## src/synth_parameter_converter_assert.svh

```systemverilog
// Assertion helpers for the parameter converter.
`ifndef SYNTH_PARAMETER_CONVERTER_ASSERT_SVH
`define SYNTH_PARAMETER_CONVERTER_ASSERT_SVH

// same-cycle implication
`define SPC_ASSERT_IMPLIES(label, clk, rst, ante, cons) \
   label: assert property (@(posedge clk) disable iff (rst) (ante) |-> (cons)) \
      else $error("spc: assertion failed");

// next-cycle implication
`define SPC_ASSERT_NEXT(label, clk, rst, ante, cons) \
   label: assert property (@(posedge clk) disable iff (rst) (ante) |=> (cons)) \
      else $error("spc: assertion failed");

`endif

```

## src/spc_pkg.sv

```systemverilog
package spc_pkg;

   typedef enum logic [3:0] {
      ACT_DELAY        = 4'd0,
      ACT_ATTACK_HOLD  = 4'd1,
      ACT_SUSTAIN      = 4'd2,
      ACT_DECAY        = 4'd3,
      ACT_CUTOFF       = 4'd4,
      ACT_Q            = 4'd5,
      ACT_PITCH        = 4'd6,
      ACT_CUTOFF_SHIFT = 4'd7,
      ACT_TREMOLO      = 4'd8,
      ACT_FREQ         = 4'd9,
      ACT_PAN          = 4'd10,
      ACT_SEND         = 4'd11,
      ACT_ATTEN        = 4'd12
   } spc_action_type;

   typedef enum logic [2:0] {
      DIV_1,
      DIV_12,
      DIV_15,
      DIV_24,
      DIV_29,
      DIV_75,
      DIV_150,
      DIV_1000
   } spc_div_type;

   localparam int NUM_W       = 30;  // signed numerator / quotient
   localparam int MAG_W       = 29;  // magnitude inside the divider
   localparam int RECIP_SHIFT = 29;
   localparam int RECIP_W     = 30;
   localparam int DVAL_W      = 10;
   localparam int FRAC_W      = 16;  // fraction bits of the exp2 mantissa
   localparam int DIV_LATENCY = 4;

   typedef logic signed [NUM_W-1:0] spc_num_type;
   typedef logic [MAG_W-1:0]        spc_mag_type;
   typedef logic [RECIP_W-1:0]      spc_recip_type;
   typedef logic [DVAL_W-1:0]       spc_dval_type;

   typedef struct packed {
      spc_action_type act;
      logic           early_a;    // lane A result known up front
      logic [7:0]     early_val;
      logic           branch;     // upper segment of attack/decay curve
      logic           early_b;    // hold saturates
   } spc_ctl_type;

   function automatic spc_dval_type div_value(input spc_div_type sel);
      spc_dval_type v;
      case (sel)
         DIV_1:    v = spc_dval_type'(1);
         DIV_12:   v = spc_dval_type'(12);
         DIV_15:   v = spc_dval_type'(15);
         DIV_24:   v = spc_dval_type'(24);
         DIV_29:   v = spc_dval_type'(29);
         DIV_75:   v = spc_dval_type'(75);
         DIV_150:  v = spc_dval_type'(150);
         DIV_1000: v = spc_dval_type'(1000);
         default:  v = spc_dval_type'(1);
      endcase
      return v;
   endfunction

   // floor(2^RECIP_SHIFT / d)
   function automatic spc_recip_type div_recip(input spc_div_type sel);
      spc_recip_type v;
      case (sel)
         DIV_1:    v = spc_recip_type'((64'd1 << RECIP_SHIFT) / 64'd1);
         DIV_12:   v = spc_recip_type'((64'd1 << RECIP_SHIFT) / 64'd12);
         DIV_15:   v = spc_recip_type'((64'd1 << RECIP_SHIFT) / 64'd15);
         DIV_24:   v = spc_recip_type'((64'd1 << RECIP_SHIFT) / 64'd24);
         DIV_29:   v = spc_recip_type'((64'd1 << RECIP_SHIFT) / 64'd29);
         DIV_75:   v = spc_recip_type'((64'd1 << RECIP_SHIFT) / 64'd75);
         DIV_150:  v = spc_recip_type'((64'd1 << RECIP_SHIFT) / 64'd150);
         DIV_1000: v = spc_recip_type'((64'd1 << RECIP_SHIFT) / 64'd1000);
         default:  v = spc_recip_type'((64'd1 << RECIP_SHIFT) / 64'd1);
      endcase
      return v;
   endfunction

endpackage

```

## src/spc_if.sv

```systemverilog
interface spc_req_if;
   logic               valid;
   logic               ready;
   logic [3:0]         action;
   logic signed [15:0] value_a;
   logic signed [15:0] value_b;

   modport source (output valid, action, value_a, value_b, input ready);
   modport sink (input valid, action, value_a, value_b, output ready);
endinterface

interface spc_rsp_if;
   logic        valid;
   logic        ready;
   logic [15:0] register_value;

   modport source (output valid, register_value, input ready);
   modport sink (input valid, register_value, output ready);
endinterface

```

## src/synth_parameter_converter.sv

```systemverilog
// Synthesizer parameter converter.
// req_ch carries one item per handshake: action selects the conversion,
// value_a is the generator amount (attack time for attack/hold) and value_b
// the hold time or, for cutoff shift, the octave span. rsp_ch returns one
// register_value per item, in order: 16 bits for delay and attack/hold,
// otherwise an 8-bit field in bits 7..0 (signed fields as two's complement).
// Unused action codes give 0.
// Pipeline stages: operand decode and constant multiply, four divider
// stages, output clamp register. While results are taken, throughput is
// one item per cycle; the divide by the conversion constant is a pipelined
// reciprocal multiply with a remainder fix, so nothing iterates.
// When rsp_ch.ready is low with a result waiting, the whole pipeline holds
// and req_ch.ready drops; no item is lost or repeated, and an idle output
// register lets new items keep flowing in.
// Reset (synchronous, active high) clears all valid bits; data registers
// are not reset, and no setup is needed before the first item.
`include "synth_parameter_converter_assert.svh"

module synth_parameter_converter (
   input logic       clock,
   input logic       reset,
   spc_req_if.sink   req_ch,
   spc_rsp_if.source rsp_ch
);

   logic                 advance;
   logic                 s1_valid;
   spc_pkg::spc_ctl_type s1_ctl;
   spc_pkg::spc_num_type s1_num_a;
   spc_pkg::spc_num_type s1_num_b;
   spc_pkg::spc_div_type s1_dsel_a;
   spc_pkg::spc_num_type quo_a;
   spc_pkg::spc_num_type quo_b;
   logic                 out_valid;
   logic [15:0]          out_value;

   logic [spc_pkg::DIV_LATENCY-1:0] div_vld_in;
   logic [spc_pkg::DIV_LATENCY-1:0] div_vld_ff;
   spc_pkg::spc_ctl_type            div_ctl_ff [spc_pkg::DIV_LATENCY];

   // the output register frees up when empty or taken this cycle
   assign advance      = !out_valid || rsp_ch.ready;
   assign req_ch.ready = advance;

   spc_prep u_prep (
      .clock      (clock),
      .reset      (reset),
      .advance    (advance),
      .in_valid   (req_ch.valid),
      .in_action  (spc_pkg::spc_action_type'(req_ch.action)),
      .in_value_a (req_ch.value_a),
      .in_value_b (req_ch.value_b),
      .out_valid  (s1_valid),
      .out_ctl    (s1_ctl),
      .out_num_a  (s1_num_a),
      .out_num_b  (s1_num_b),
      .out_dsel_a (s1_dsel_a)
   );

   spc_cdiv u_div_a (
      .clock   (clock),
      .advance (advance),
      .num     (s1_num_a),
      .dsel    (s1_dsel_a),
      .quo     (quo_a)
   );

   // hold time, only used by attack/hold
   spc_cdiv u_div_b (
      .clock   (clock),
      .advance (advance),
      .num     (s1_num_b),
      .dsel    (spc_pkg::DIV_75),
      .quo     (quo_b)
   );

   assign div_vld_in = {div_vld_ff[spc_pkg::DIV_LATENCY-2:0], s1_valid};

   always_ff @(posedge clock) begin
      if (reset) begin
         div_vld_ff <= '0;
      end else if (advance) begin
         div_vld_ff <= div_vld_in;
      end
   end

   always_ff @(posedge clock) begin
      if (advance) begin
         div_ctl_ff[0] <= s1_ctl;
         for (int i = 1; i < spc_pkg::DIV_LATENCY; i++) begin
            div_ctl_ff[i] <= div_ctl_ff[i-1];
         end
      end
   end

   spc_post u_post (
      .clock     (clock),
      .reset     (reset),
      .advance   (advance),
      .in_valid  (div_vld_ff[spc_pkg::DIV_LATENCY-1]),
      .in_ctl    (div_ctl_ff[spc_pkg::DIV_LATENCY-1]),
      .qa        (quo_a),
      .qb        (quo_b),
      .out_valid (out_valid),
      .out_value (out_value)
   );

   assign rsp_ch.valid          = out_valid;
   assign rsp_ch.register_value = out_value;

   `SPC_ASSERT_NEXT(accept_enters_pipe, clock, reset, req_ch.valid && req_ch.ready, s1_valid)
   `SPC_ASSERT_NEXT(stall_freezes_pipe, clock, reset, !advance, $stable(div_vld_ff) && $stable(s1_valid))
   `SPC_ASSERT_NEXT(last_stage_reaches_out, clock, reset, advance, out_valid == $past(div_vld_ff[spc_pkg::DIV_LATENCY-1]))
   `SPC_ASSERT_IMPLIES(stall_blocks_input, clock, reset, out_valid && !rsp_ch.ready, !req_ch.ready)

endmodule

```

## src/spc_prep.sv

```systemverilog
module spc_prep (
   input  logic                   clock,
   input  logic                   reset,
   input  logic                   advance,
   input  logic                   in_valid,
   input  spc_pkg::spc_action_type in_action,
   input  logic signed [15:0]     in_value_a,
   input  logic signed [15:0]     in_value_b,
   output logic                   out_valid,
   output spc_pkg::spc_ctl_type   out_ctl,
   output spc_pkg::spc_num_type   out_num_a,
   output spc_pkg::spc_num_type   out_num_b,
   output spc_pkg::spc_div_type   out_dsel_a
);

   localparam int EXP_SHIFT = 12;  // x*65536/1200 == x*4096/75

   localparam logic signed [17:0] DELAY_BIAS  = 18'sh030E4;
   localparam logic signed [17:0] FREQ_BIAS   = 18'sh023A6;
   localparam logic signed [17:0] HOLD_BIAS   = 18'sd4130;
   localparam logic signed [17:0] ATTACK_BIAS = 18'sd500;
   localparam logic signed [17:0] DECAY_KNEE  = 18'sd1800;
   localparam logic signed [17:0] TIME_BIAS   = 18'sd37;
   localparam logic signed [17:0] CUTOFF_BIAS = 18'sd15;
   localparam logic signed [17:0] ATTEN_BIAS  = 18'sd12;
   localparam logic signed [17:0] PAN_BIAS    = 18'sd500;

   localparam logic signed [15:0] DELAY_FLOOR = -16'sd12000;
   localparam logic signed [15:0] ATTACK_MIN  = 16'sd4300;
   localparam logic signed [15:0] ATTACK_KNEE = -16'sd600;
   localparam logic signed [15:0] DECAY_MIN   = 16'sd1800;
   localparam logic signed [15:0] HOLD_FLOOR  = -16'sd5368;
   localparam logic signed [15:0] FREQ_FLOOR  = -16'sd16000;
   localparam logic signed [15:0] PAN_LIMIT   = 16'sd500;
   localparam logic signed [15:0] SEND_LIMIT  = 16'sd1000;
   localparam logic signed [15:0] LFO_SPAN    = 16'sd3;

   localparam logic [12:0] MUL_UNIT   = 13'd1;
   localparam logic [12:0] MUL_EXP    = 13'(1 << EXP_SHIFT);
   localparam logic [12:0] MUL_CB     = 13'd127;
   localparam logic [12:0] MUL_PITCH  = 13'h1B4F;
   localparam logic [12:0] MUL_LFO    = 13'h0919;
   localparam logic [12:0] MUL_FILTER = 13'h048D;
   localparam logic [12:0] MUL_TREM   = 13'd16;
   localparam logic [12:0] MUL_SEND   = 13'd255;

   logic signed [17:0]   a_ext;
   logic signed [17:0]   b_ext;
   logic signed [17:0]   x_sel;
   logic [12:0]          c_sel;
   logic                 use_shift;
   logic signed [31:0]   prod;
   spc_pkg::spc_ctl_type ctl_in;
   spc_pkg::spc_div_type dsel_in;
   spc_pkg::spc_num_type num_a_in;
   spc_pkg::spc_num_type num_b_in;

   logic                 valid_ff;
   spc_pkg::spc_ctl_type ctl_ff;
   spc_pkg::spc_num_type num_a_ff;
   spc_pkg::spc_num_type num_b_ff;
   spc_pkg::spc_div_type dsel_ff;

   assign a_ext = 18'(in_value_a);
   assign b_ext = 18'(in_value_b);

   always_comb begin
      x_sel             = a_ext;
      c_sel             = MUL_UNIT;
      use_shift         = 1'b0;
      dsel_in           = spc_pkg::DIV_1;
      ctl_in.act        = in_action;
      ctl_in.early_a    = 1'b0;
      ctl_in.early_val  = 8'd0;
      ctl_in.branch     = 1'b0;
      ctl_in.early_b    = in_value_b < HOLD_FLOOR;
      case (in_action)
         spc_pkg::ACT_DELAY: begin
            x_sel          = a_ext + DELAY_BIAS;
            c_sel          = MUL_EXP;
            dsel_in        = spc_pkg::DIV_75;
            ctl_in.early_a = in_value_a <= DELAY_FLOOR;
         end
         spc_pkg::ACT_ATTACK_HOLD: begin
            ctl_in.early_a = in_value_a >= ATTACK_MIN;
            ctl_in.branch  = in_value_a > ATTACK_KNEE;
            if (in_value_a > ATTACK_KNEE) begin
               x_sel   = a_ext + ATTACK_BIAS;
               dsel_in = spc_pkg::DIV_150;
            end else begin
               x_sel   = TIME_BIAS - a_ext;
               dsel_in = spc_pkg::DIV_75;
            end
         end
         spc_pkg::ACT_SUSTAIN: begin
            c_sel   = MUL_CB;
            dsel_in = spc_pkg::DIV_1000;
         end
         spc_pkg::ACT_DECAY: begin
            ctl_in.branch = in_value_a > DECAY_MIN;
            if (in_value_a > DECAY_MIN) begin
               x_sel   = a_ext - DECAY_KNEE;
               dsel_in = spc_pkg::DIV_150;
            end else begin
               x_sel   = TIME_BIAS - a_ext;
               dsel_in = spc_pkg::DIV_75;
            end
         end
         spc_pkg::ACT_CUTOFF: begin
            x_sel   = a_ext + CUTOFF_BIAS;
            dsel_in = spc_pkg::DIV_29;
         end
         spc_pkg::ACT_Q: begin
            dsel_in = spc_pkg::DIV_12;
         end
         spc_pkg::ACT_PITCH: begin
            c_sel     = MUL_PITCH;
            use_shift = 1'b1;
         end
         spc_pkg::ACT_CUTOFF_SHIFT: begin
            c_sel     = (in_value_b == LFO_SPAN) ? MUL_LFO : MUL_FILTER;
            use_shift = 1'b1;
         end
         spc_pkg::ACT_TREMOLO: begin
            // a*128/120 == a*16/15
            c_sel   = MUL_TREM;
            dsel_in = spc_pkg::DIV_15;
         end
         spc_pkg::ACT_FREQ: begin
            x_sel          = a_ext + FREQ_BIAS;
            c_sel          = MUL_EXP;
            dsel_in        = spc_pkg::DIV_75;
            ctl_in.early_a = in_value_a <= FREQ_FLOOR;
         end
         spc_pkg::ACT_PAN: begin
            x_sel   = a_ext + PAN_BIAS;
            c_sel   = MUL_CB;
            dsel_in = spc_pkg::DIV_1000;
            if (in_value_a < -PAN_LIMIT) begin
               ctl_in.early_a   = 1'b1;
               ctl_in.early_val = 8'd0;
            end else if (in_value_a > PAN_LIMIT) begin
               ctl_in.early_a   = 1'b1;
               ctl_in.early_val = 8'd127;
            end
         end
         spc_pkg::ACT_SEND: begin
            c_sel   = MUL_SEND;
            dsel_in = spc_pkg::DIV_1000;
            if (in_value_a < 16'sd0) begin
               ctl_in.early_a   = 1'b1;
               ctl_in.early_val = 8'd0;
            end else if (in_value_a > SEND_LIMIT) begin
               ctl_in.early_a   = 1'b1;
               ctl_in.early_val = 8'd255;
            end
         end
         spc_pkg::ACT_ATTEN: begin
            x_sel   = a_ext + ATTEN_BIAS;
            dsel_in = spc_pkg::DIV_24;
         end
         default: begin
            x_sel = 18'sd0;
            c_sel = 13'd0;
         end
      endcase
   end

   assign prod     = 32'(x_sel) * 32'($signed({1'b0, c_sel}));
   // shifted products are floor(p / 65536), then pass the divider with d = 1
   assign num_a_in = use_shift ? spc_pkg::spc_num_type'(prod >>> 16)
                               : spc_pkg::spc_num_type'(prod);
   assign num_b_in = spc_pkg::spc_num_type'({b_ext + HOLD_BIAS, {EXP_SHIFT{1'b0}}});

   always_ff @(posedge clock) begin
      if (reset) begin
         valid_ff <= 1'b0;
      end else if (advance) begin
         valid_ff <= in_valid;
      end
   end

   always_ff @(posedge clock) begin
      if (advance) begin
         ctl_ff   <= ctl_in;
         num_a_ff <= num_a_in;
         num_b_ff <= num_b_in;
         dsel_ff  <= dsel_in;
      end
   end

   assign out_valid  = valid_ff;
   assign out_ctl    = ctl_ff;
   assign out_num_a  = num_a_ff;
   assign out_num_b  = num_b_ff;
   assign out_dsel_a = dsel_ff;

endmodule

```

## src/spc_cdiv.sv

```systemverilog
// Signed divide by a small constant, truncating toward zero.
// Reciprocal multiply gives q or q-1; one remainder check fixes it.
module spc_cdiv (
   input  logic                 clock,
   input  logic                 advance,
   input  spc_pkg::spc_num_type num,
   input  spc_pkg::spc_div_type dsel,
   output spc_pkg::spc_num_type quo
);

   localparam int WIDE_W = spc_pkg::MAG_W + spc_pkg::RECIP_W;
   localparam int DPROD_W = spc_pkg::MAG_W + spc_pkg::DVAL_W;

   spc_pkg::spc_mag_type mag_s1_in;
   logic [WIDE_W-1:0]    wide_prod;
   logic [DPROD_W-1:0]   dprod;
   spc_pkg::spc_mag_type rem;
   logic                 bump;
   spc_pkg::spc_mag_type qfix;
   spc_pkg::spc_num_type quo_in;

   logic                 neg_s1_ff, neg_s2_ff, neg_s3_ff;
   spc_pkg::spc_mag_type mag_s1_ff, mag_s2_ff, mag_s3_ff;
   spc_pkg::spc_div_type dsel_s1_ff, dsel_s2_ff, dsel_s3_ff;
   spc_pkg::spc_mag_type q0_s2_ff, q0_s3_ff;
   spc_pkg::spc_mag_type dprod_s3_ff;
   spc_pkg::spc_num_type quo_ff;

   assign mag_s1_in = num[spc_pkg::NUM_W-1] ? spc_pkg::spc_mag_type'(-num)
                                            : spc_pkg::spc_mag_type'(num);

   assign wide_prod = {{spc_pkg::RECIP_W{1'b0}}, mag_s1_ff}
                    * {{spc_pkg::MAG_W{1'b0}}, spc_pkg::div_recip(dsel_s1_ff)};

   assign dprod = {{spc_pkg::DVAL_W{1'b0}}, q0_s2_ff}
                * {{spc_pkg::MAG_W{1'b0}}, spc_pkg::div_value(dsel_s2_ff)};

   assign rem  = mag_s3_ff - dprod_s3_ff;
   assign bump = rem >= spc_pkg::spc_mag_type'(spc_pkg::div_value(dsel_s3_ff));
   assign qfix = q0_s3_ff + spc_pkg::spc_mag_type'(bump);
   assign quo_in = neg_s3_ff ? spc_pkg::spc_num_type'(-$signed({1'b0, qfix}))
                             : spc_pkg::spc_num_type'($signed({1'b0, qfix}));

   always_ff @(posedge clock) begin
      if (advance) begin
         neg_s1_ff   <= num[spc_pkg::NUM_W-1];
         mag_s1_ff   <= mag_s1_in;
         dsel_s1_ff  <= dsel;

         neg_s2_ff   <= neg_s1_ff;
         mag_s2_ff   <= mag_s1_ff;
         dsel_s2_ff  <= dsel_s1_ff;
         q0_s2_ff    <= wide_prod[spc_pkg::RECIP_SHIFT +: spc_pkg::MAG_W];

         neg_s3_ff   <= neg_s2_ff;
         mag_s3_ff   <= mag_s2_ff;
         dsel_s3_ff  <= dsel_s2_ff;
         q0_s3_ff    <= q0_s2_ff;
         dprod_s3_ff <= dprod[spc_pkg::MAG_W-1:0];

         quo_ff      <= quo_in;
      end
   end

   assign quo = quo_ff;

endmodule

```

## src/spc_post.sv

```systemverilog
module spc_post (
   input  logic                 clock,
   input  logic                 reset,
   input  logic                 advance,
   input  logic                 in_valid,
   input  spc_pkg::spc_ctl_type in_ctl,
   input  spc_pkg::spc_num_type qa,
   input  spc_pkg::spc_num_type qb,
   output logic                 out_valid,
   output logic [15:0]          out_value
);

   localparam int POW_W = spc_pkg::FRAC_W + 2;

   // mantissa 1.f shifted by the integer exponent; saturates above 16
   function automatic logic [POW_W-1:0] pow2_fixed(input spc_pkg::spc_num_type q);
      logic signed [spc_pkg::NUM_W-spc_pkg::FRAC_W-1:0] ex;
      logic [spc_pkg::FRAC_W:0]                         mant;
      logic [4:0]                                       sh;
      logic [POW_W-1:0]                                 r;
      ex   = q[spc_pkg::NUM_W-1:spc_pkg::FRAC_W];
      mant = {1'b1, q[spc_pkg::FRAC_W-1:0]};
      sh   = 5'd0;
      if (ex < 0) begin
         r = '0;
      end else if (ex > spc_pkg::FRAC_W) begin
         r = POW_W'(1) << (spc_pkg::FRAC_W + 1);
      end else begin
         sh = 5'(spc_pkg::FRAC_W - ex);
         r  = {1'b0, mant >> sh};
      end
      return r;
   endfunction

   logic [POW_W-1:0] pa;
   logic [POW_W-1:0] pb;
   logic [7:0]       att;
   logic [7:0]       hold;
   logic [20:0]      atten_prod;
   logic [15:0]      value_in;

   logic             valid_ff;
   logic [15:0]      value_ff;

   assign pa = pow2_fixed(qa);
   assign pb = pow2_fixed(qb);
   // floor(8t/3) as 8t*683 >> 11, exact for the t that reach here
   assign atten_prod = 21'({qa[6:0], 3'b000}) * 21'd683;

   always_comb begin
      if (in_ctl.early_a) begin
         att = 8'd1;
      end else if (in_ctl.branch) begin
         att = 8'({1'b1, ~qa[2:0]} >> qa[4:3]);
      end else if (qa > 30'sd119) begin
         att = 8'd127;
      end else begin
         att = qa[7:0] + 8'd8;
      end

      if (in_ctl.early_b) begin
         hold = 8'd127;
      end else if (pb >= POW_W'(127)) begin
         hold = 8'd0;
      end else begin
         hold = 8'd127 - pb[7:0];
      end

      value_in = 16'd0;
      case (in_ctl.act)
         spc_pkg::ACT_DELAY: begin
            if (in_ctl.early_a || pa > POW_W'(17'h10000)) begin
               value_in = 16'h8000;
            end else begin
               value_in = 16'h8000 - pa[15:0];
            end
         end
         spc_pkg::ACT_ATTACK_HOLD: begin
            value_in = {hold, att};
         end
         spc_pkg::ACT_SUSTAIN: begin
            if (qa > 30'sd127) begin
               value_in = 16'd0;
            end else if (qa < 30'sd0) begin
               value_in = 16'd127;
            end else begin
               value_in = {8'd0, 8'd127 - qa[7:0]};
            end
         end
         spc_pkg::ACT_DECAY: begin
            if (in_ctl.branch) begin
               if (qa >= 30'sd32) begin
                  value_in = 16'd1;
               end else begin
                  value_in = {8'd0, 8'({1'b1, ~qa[2:0]} >> qa[4:3])};
               end
            end else if (qa > 30'sd88) begin
               value_in = 16'd127;
            end else begin
               value_in = {8'd0, qa[7:0] + 8'd39};
            end
         end
         spc_pkg::ACT_CUTOFF: begin
            if (qa < 30'sd153) begin
               value_in = 16'd0;
            end else if (qa > 30'sd408) begin
               value_in = 16'd255;
            end else begin
               value_in = {8'd0, 8'(qa[8:0] - 9'd153)};
            end
         end
         spc_pkg::ACT_Q: begin
            if (qa < 30'sd0) begin
               value_in = 16'd0;
            end else if (qa > 30'sd15) begin
               value_in = 16'd15;
            end else begin
               value_in = {12'd0, qa[3:0]};
            end
         end
         spc_pkg::ACT_PITCH, spc_pkg::ACT_CUTOFF_SHIFT, spc_pkg::ACT_TREMOLO: begin
            if (qa < -30'sd128) begin
               value_in = 16'h0080;
            end else if (qa > 30'sd127) begin
               value_in = 16'h007F;
            end else begin
               value_in = {8'd0, qa[7:0]};
            end
         end
         spc_pkg::ACT_FREQ: begin
            if (in_ctl.early_a) begin
               value_in = 16'd0;
            end else if (pa >= POW_W'(255)) begin
               value_in = 16'd255;
            end else begin
               value_in = {8'd0, pa[7:0]};
            end
         end
         spc_pkg::ACT_PAN, spc_pkg::ACT_SEND: begin
            value_in = {8'd0, in_ctl.early_a ? in_ctl.early_val : qa[7:0]};
         end
         spc_pkg::ACT_ATTEN: begin
            if (qa <= 30'sd0) begin
               value_in = 16'd0;
            end else if (qa >= 30'sd96) begin
               value_in = 16'd255;
            end else begin
               value_in = {8'd0, atten_prod[18:11]};
            end
         end
         default: begin
            value_in = 16'd0;
         end
      endcase
   end

   always_ff @(posedge clock) begin
      if (reset) begin
         valid_ff <= 1'b0;
      end else if (advance) begin
         valid_ff <= in_valid;
      end
   end

   always_ff @(posedge clock) begin
      if (advance) begin
         value_ff <= value_in;
      end
   end

   assign out_valid = valid_ff;
   assign out_value = value_ff;

endmodule

```

## src/flat_wrapper.sv

```systemverilog
// flat-port wrapper written by rule: the top's interface ports become plain ports
module synth_parameter_converter_flat 
  (clock, reset, req_ch_valid, req_ch_action, req_ch_value_a, req_ch_value_b, req_ch_ready, rsp_ch_valid, rsp_ch_register_value, rsp_ch_ready);
  spc_req_if req_ch_i ();
  spc_rsp_if rsp_ch_i ();
  input logic clock;
  input logic reset;
  input wire logic [$bits(req_ch_i.valid)-1:0] req_ch_valid;
  input wire logic [$bits(req_ch_i.action)-1:0] req_ch_action;
  input wire logic [$bits(req_ch_i.value_a)-1:0] req_ch_value_a;
  input wire logic [$bits(req_ch_i.value_b)-1:0] req_ch_value_b;
  output wire logic [$bits(req_ch_i.ready)-1:0] req_ch_ready;
  output wire logic [$bits(rsp_ch_i.valid)-1:0] rsp_ch_valid;
  output wire logic [$bits(rsp_ch_i.register_value)-1:0] rsp_ch_register_value;
  input wire logic [$bits(rsp_ch_i.ready)-1:0] rsp_ch_ready;
  assign req_ch_i.valid = req_ch_valid;
  assign req_ch_i.action = req_ch_action;
  assign req_ch_i.value_a = req_ch_value_a;
  assign req_ch_i.value_b = req_ch_value_b;
  assign req_ch_ready = req_ch_i.ready;
  assign rsp_ch_valid = rsp_ch_i.valid;
  assign rsp_ch_register_value = rsp_ch_i.register_value;
  assign rsp_ch_i.ready = rsp_ch_ready;
  synth_parameter_converter u_core (.clock(clock), .reset(reset), .req_ch(req_ch_i), .rsp_ch(rsp_ch_i));
endmodule
```

## config.mk

```make
export PLATFORM = sky130hd
export DESIGN_NAME = synth_parameter_converter_flat
export DESIGN_NICKNAME = d
export VERILOG_FILES = /design/src/spc_pkg.sv /design/src/spc_if.sv /design/src/synth_parameter_converter.sv /design/src/spc_prep.sv /design/src/spc_cdiv.sv /design/src/spc_post.sv /design/src/flat_wrapper.sv
export VERILOG_INCLUDE_DIRS = /design/src /design/src/src
export SDC_FILE = /design/constraint.sdc
export NUM_CORES = 2
export LEC_CHECK = 0
export BUFFER_PORTS_ARGS = -buffer_cell sky130_fd_sc_hd__clkbuf_2
export CORE_UTILIZATION = 60
export DETAILED_ROUTE_END_ITERATION = 8
export PLACE_DENSITY = 0.76
export SLEW_MARGIN = 20
export SYNTH_ARGS = -nofsm -noshare
export SYNTH_HDL_FRONTEND = slang
export SYNTH_SLANG_ARGS = --single-unit
export TNS_END_PERCENT = 10
```

## constraint.sdc

```tcl
create_clock -name clock -period 32.2 [get_ports clock]
set_input_delay 9.66 -clock clock [delete_from_list [all_inputs] [get_ports clock]]
set_output_delay 9.66 -clock clock [all_outputs]
set_load 0.02 [all_outputs]
```

Yosys cells after proc, flatten, opt, wreduce, memory -nomap -nowiden
Memories as Yosys holds them, arrays and structs flattened. A register that Yosys moved wholly into a read port is not among the register bits.
Cells that the tools add are included.
- shift operators: 3
- equality and inequality tests: 25
- muxes and demuxes: 53
- $add $sub $neg: 24
- magnitude comparators: 30
- reductions and logical operators: 13
- $mul: 6
- bitwise operators: 1
- operators with widths (kind ; count):
    $pmux W16 S10 ; 1
    $mux W8 ; 18
    $pmux W18 S8 ; 1
    $mul A29 B30 Y58 ; 2
    $mux W29 ; 4
    $mux W18 ; 6
    $pmux W13 S7 ; 1
    $gt A30 B8 Y1 const B ; 3
    $neg A29 Y30 ; 2
    $add A29 B1 Y29 ; 2
    $ge A29 B10 Y1 ; 2
    $mul A29 B10 Y29 ; 2
    $neg A29 Y29 ; 2
    $sub A29 B29 Y29 ; 2
    $eq A4 B4 Y1 const B ; 10
    $mux W9 ; 4
    $add A16 B15 Y17 const B ; 2
    $add A16 B5 Y17 const B ; 2
    $shr A17 B5 Y17 ; 2
    $eq A4 B3 Y1 const B ; 8
    $gt A16 B11 Y1 const B ; 2
    $le A16 B15 Y1 const B ; 2
    $mul A18 B14 Y32 ; 1
    $mux W16 ; 2
    other kinds (52) ; 72
- memory bits (writable): 60
- bits in registers: 510
- word-level logic and storage cells: 200
- bits in read-only memories: 752
- memories: 7
- output and inout port bits: 18
- bits of input ports: 40
- memories (memory ; words ; width ; rd ports ; clocked after memory_dff ; write ports ; line ; RTL):
    (no name shown) ; 8 ; 27 ; 1 ; 1 ; 0 ; spc_pkg.sv:70 ; case (sel)
    (no name shown) ; 8 ; 27 ; 1 ; 0 ; 0 ; spc_pkg.sv:70 ;
    (no name shown) ; 8 ; 10 ; 1 ; 1 ; 0 ; spc_pkg.sv:53 ; case (sel)
    (no name shown) ; 8 ; 10 ; 1 ; 1 ; 0 ; spc_pkg.sv:53 ;
    (no name shown) ; 8 ; 10 ; 1 ; 0 ; 0 ; spc_pkg.sv:53 ;
    (no name shown) ; 8 ; 10 ; 1 ; 0 ; 0 ; spc_pkg.sv:53 ;
    1 more memories ; -- ; -- ; -- ; -- ; -- ; -- ;

Longest topological paths before layout
- depth after elaboration: 8
- depth in mapped cells: 39
- depth with buffers taken out: 36

Cells and area by module
Synthesis repeated with hierarchy kept, for this count alone.
- cells, all modules: 10951
- area, all modules: 106836.2 um2
- by module, submodules not included (module ; area an instance (um2) ; sequential area each (um2) ; cells an instance ; times used):
    spc_cdiv at u_core.u_div_a ; 42738.5 ; 7247.0 ; 4285 ; 1
    spc_cdiv at u_core.u_div_b ; 42599.6 ; 7247.0 ; 4259 ; 1
    spc_prep ; 13790.7 ; 1791.7 ; 1607 ; 1
    spc_post ; 5729.2 ; 500.5 ; 723 ; 1
    synth_parameter_converter ; 1978.1 ; 1881.8 ; 77 ; 1

Worst setup path after synthesis
No wires, ideal clock.
- path type: in2out
- start point: input port rsp_ch_ready
- end point: output port req_ch_ready
- path slack: 7.320 ns
- stages: 3
- arrival: 15.220 ns
- data required time: 22.540 ns
- buffers on the path: 1
- cells stage by stage: nor2b_1 > clkbuf_1 > inv_2
- longest elaborated chain between the ends: 1
- ends and longest elaborated chain (what ; line ; RTL):
    start, declared ; flat_wrapper.sv:15 ; input wire logic [$bits(rsp_ch_i.ready)-1:0] rsp_ch_ready;
    $logic_or A1 B1 Y1 ; synth_parameter_converter.sv:42 ; assign advance = !out_valid || rsp_ch.ready;
    end, declared ; flat_wrapper.sv:12 ; output wire logic [$bits(req_ch_i.ready)-1:0] req_ch_ready;
Every way passes these cells.

Worst setup path in the final report
Same ends and word-level chain as after synthesis.

==> flow_summary.yaml <==
timing:
  rsz0062_at_grt: "false"
  min_period_over_period: 0.643
  clock-skew-final_ns: 0.0441
  relSlewSlack: 0.222
  fmax_mhz: 48.3
  period_needed_ns: 20.72
  tns_ns: 0
  finalHoldViolCount: 0
  worst_pin_slew_ns: 1.17
  maxSlewViolCount: 0
  setup_viol: 0
detailed_routing:
  dr_total_vias: 59015
  via_per_inst: 5.95
  drt-initial-drc-count: 4808
  dr.pass1.iters: 6
  drc_errors: 0
  ant_nets: 0
  wirelength_mm: 208
  wl_per_cell_um: 21.0
synth:
  synthFlopType: "edfxtp_1"
  seq_area_frac_synth: 0.196
  synth.cell_area_um2: 80000
  synth_edf_count: 493
  synthArstFlopShare: 0
  synthCells: 8209
  syn_nets: 10346
  syn_area_per_cell_um2: 9.75
  yosys_warnings: 0
  ys_seq_elements: 537
  synth_cell_types: 97
cts:
  ctsHoldBuffers: 0
  clkLatencyLatePin_ns: 0.66
  cts_resized: 0
  clock_sinks: 537
  cts_setup_buffers: 0
  cts_tree: "done"
  clk_pin_slew_worst_paths_ns: 0.06
  cts-root-buf: "clkbuf_16"
  clk_path_buf_depth: 3
  h-tree-depth: 2
  cts_buffers: 56
worst_hold_path:
  min_path_type: "reg2reg"
floorplan:
  coreArea_um2: 132000
  initial_utilization: 0.607
  ioPinCount: 58
  fp-row-count: 133
  die_area_um2: 135000
  die_h_um: 367
  die_w_um: 367
global_routing:
  grt_antenna_before_repair: 2
  grt_overflow: 0
  grt_pass1_wl_mm: 339
  grt.total_usage: 0.319
  grt_max_degree: 176
  grt_pass1_vias: 62314
layout:
  fin_nets: 10257
  fillers: 10536
  areaGrowthSynthToFinish_pct: 5.16
  drive_above_1_share: 0.0411
placed_design:
  hpwl_mm: 164
  gp_congestion: 0.967
  portBuffers: 57
worst_setup_path:
  cp_max_fo: 123
  crit_path_end_kind: "output port"
  crit_arrival_ns: 11.06
  worstPathRequired_ns: 22.54
  cp-start-kind: "primary input"
  crit_type: "in2out"
status:
  status: "finished clean"
flow_run:
  maxCapViolations: 0
==> logic make-up (layout without fill, tap and decap cells) <==
logic type,after synthesis,in the layout,share of synthesized area
flops,537,537,0.196
other cells,0,1,0
fa+ha+maj,2097,2097,0.443
xor+xnor,362,362,0.0396
mux,88,88,0.0133
compound gates,1109,1109,0.0901
simple gates,2216,2216,0.133
buf+inv,1800,1759,0.0850
==> cells in the mapped netlist (all sizes together) (14+ instances only) <==
library cell	n	area [um2]
inv	1511	5670
fa	1224	24500
ha	873	10900
nand2	869	3270
edfxtp	493	14800
and2	379	2370
nor2	370	1390
xnor2	282	2470
o21ai	277	1390
clkbuf	269	1010
a21oi	266	1330
nand3	119	596
nor3	107	541
a21o	106	796
xor2	80	701
nand2b	64	408
and3	56	350
mux2i	51	514
a31oi	49	307
nand4	49	307
a211oi	47	353
dfxtp	44	881
nor2b	42	263
o211ai	42	325
o21a	40	300
o31ai	33	253
nor4	32	215
or3	31	194
or2	26	163
mux2	25	282
o22ai	22	169
o21bai	21	158
a21boi	18	135
buf	18	114
a2111oi	17	149
a22oi	17	128
a221oi	16	140
o41ai	15	150
a211o	14	123
and4	14	123
==> metal layers <==
metal  vias up  global-route usage  wire [um]
li1      26553                   -          -
met1     29368               0.421      84000
met2      2491               0.526      98300
met3       601              0.0439      15300
met4         2               0.139      10600
met5         -                   0          7
==> cells in the final DEF, fill, tap and decap left out, types with 63 or more instances in the layout <==
cell | Yosys | final
xor2_1 | 80 | 80
nand2b_1 | 63 | 63
nand2_1 | 868 | 868
nor2_1 | 370 | 369
and2_1 | 378 | 378
buf_4 | 0 | 82
fa_1 | 1224 | 1224
nand3_1 | 119 | 119
a21o_1 | 106 | 106
inv_1 | 1508 | 1508
a21oi_1 | 266 | 266
nor3_1 | 106 | 106
xnor2_1 | 282 | 282
ha_1 | 873 | 873
edfxtp_1 | 493 | 493
o21ai_0 | 265 | 265
==> sequential cells by signal (all words and copies together) (netlist names), 9 cells and up, named ones only <==
name	count
u_core.u_div_b.q0_s2_ff	27
u_core.u_div_a.quo	30
u_core.u_prep.out_ctl	9
u_core.u_div_a.mag_s1_ff	29
u_core.u_post.out_value	16
u_core.u_prep.out_num_a	30
u_core.u_div_b.mag_s1_ff	17
u_core.u_div_b.mag_s3_ff	17
u_core.u_div_a.dprod_s3_ff	29
u_core.u_div_b.mag_s2_ff	17
u_core.u_div_a.mag_s3_ff	29
u_core.u_div_a.q0_s3_ff	29
u_core.u_div_b.q0_s3_ff	27
u_core.u_prep.out_num_b	17
u_core.div_ctl_ff	36
u_core.u_div_a.mag_s2_ff	29
u_core.u_div_b.dprod_s3_ff	28
u_core.u_div_a.q0_s2_ff	29
u_core.u_div_b.quo	30
==> cell type report <==
| class | count | area (um2) | area share |
|---|---|---|---|
| multi-input combinational | 5872 | 57600 | 0.684 |
| inverter | 1513 | 5690 | 0.0676 |
| timing repair buffer | 140 | 921 | 0.0109 |
| clock buffer | 63 | 1450 | 0.0172 |
| clock inverter | 43 | 646 | 0.00767 |
| antenna | 1 | 2.50 | 0.0000297 |
| tap | 1755 | 2200 | 0.0261 |
| sequential | 537 | 15700 | 0.186 |
==> worst paths after layout <==
kind	from	cells past startpoint	slack, ns	to
setup / recovery	rsp_ch_ready	5	11.48	req_ch_ready
hold reg to reg	u_core.u_div_a.neg_s1_ff	0	0.38	u_core.u_div_a.neg_s2_ff
setup reg to reg	u_core.u_div_a.mag_s1_ff[16]	25	22.76	u_core.u_div_a.q0_s2_ff[28]
hold / removal	u_core.u_div_a.neg_s1_ff	0	0.38	u_core.u_div_a.neg_s2_ff
==> metrics by stage <==
step | utilization | area (um2) | hold WS, ns | worst slack [ns] | cells
global placement | 0.622 | 82100 | 0.401 | 11.55 | 9817
CTS | 0.638 | 84200 | 0.377 | 11.51 | 9923
global route | 0.638 | 84200 | 0.387 | 11.43 | 9923
finish | 0.638 | 84200 | 0.381 | 11.48 | 9924
floorplan | - | 80000 | 0.400 | 7.32 | 8209
detailed placement | 0.622 | 82100 | 0.405 | 11.52 | 9817
==> critical path: stages <==
cell and delay (ns):
clkbuf_2 0.09, nor2b_2 0.03, buf_4 0.22, inv_8 0.61
clkbuf_2 0.35
Power is left out: the tool's default activity adds up to more than one toggle a clock period on the data nets, which glitch-free logic cannot reach.
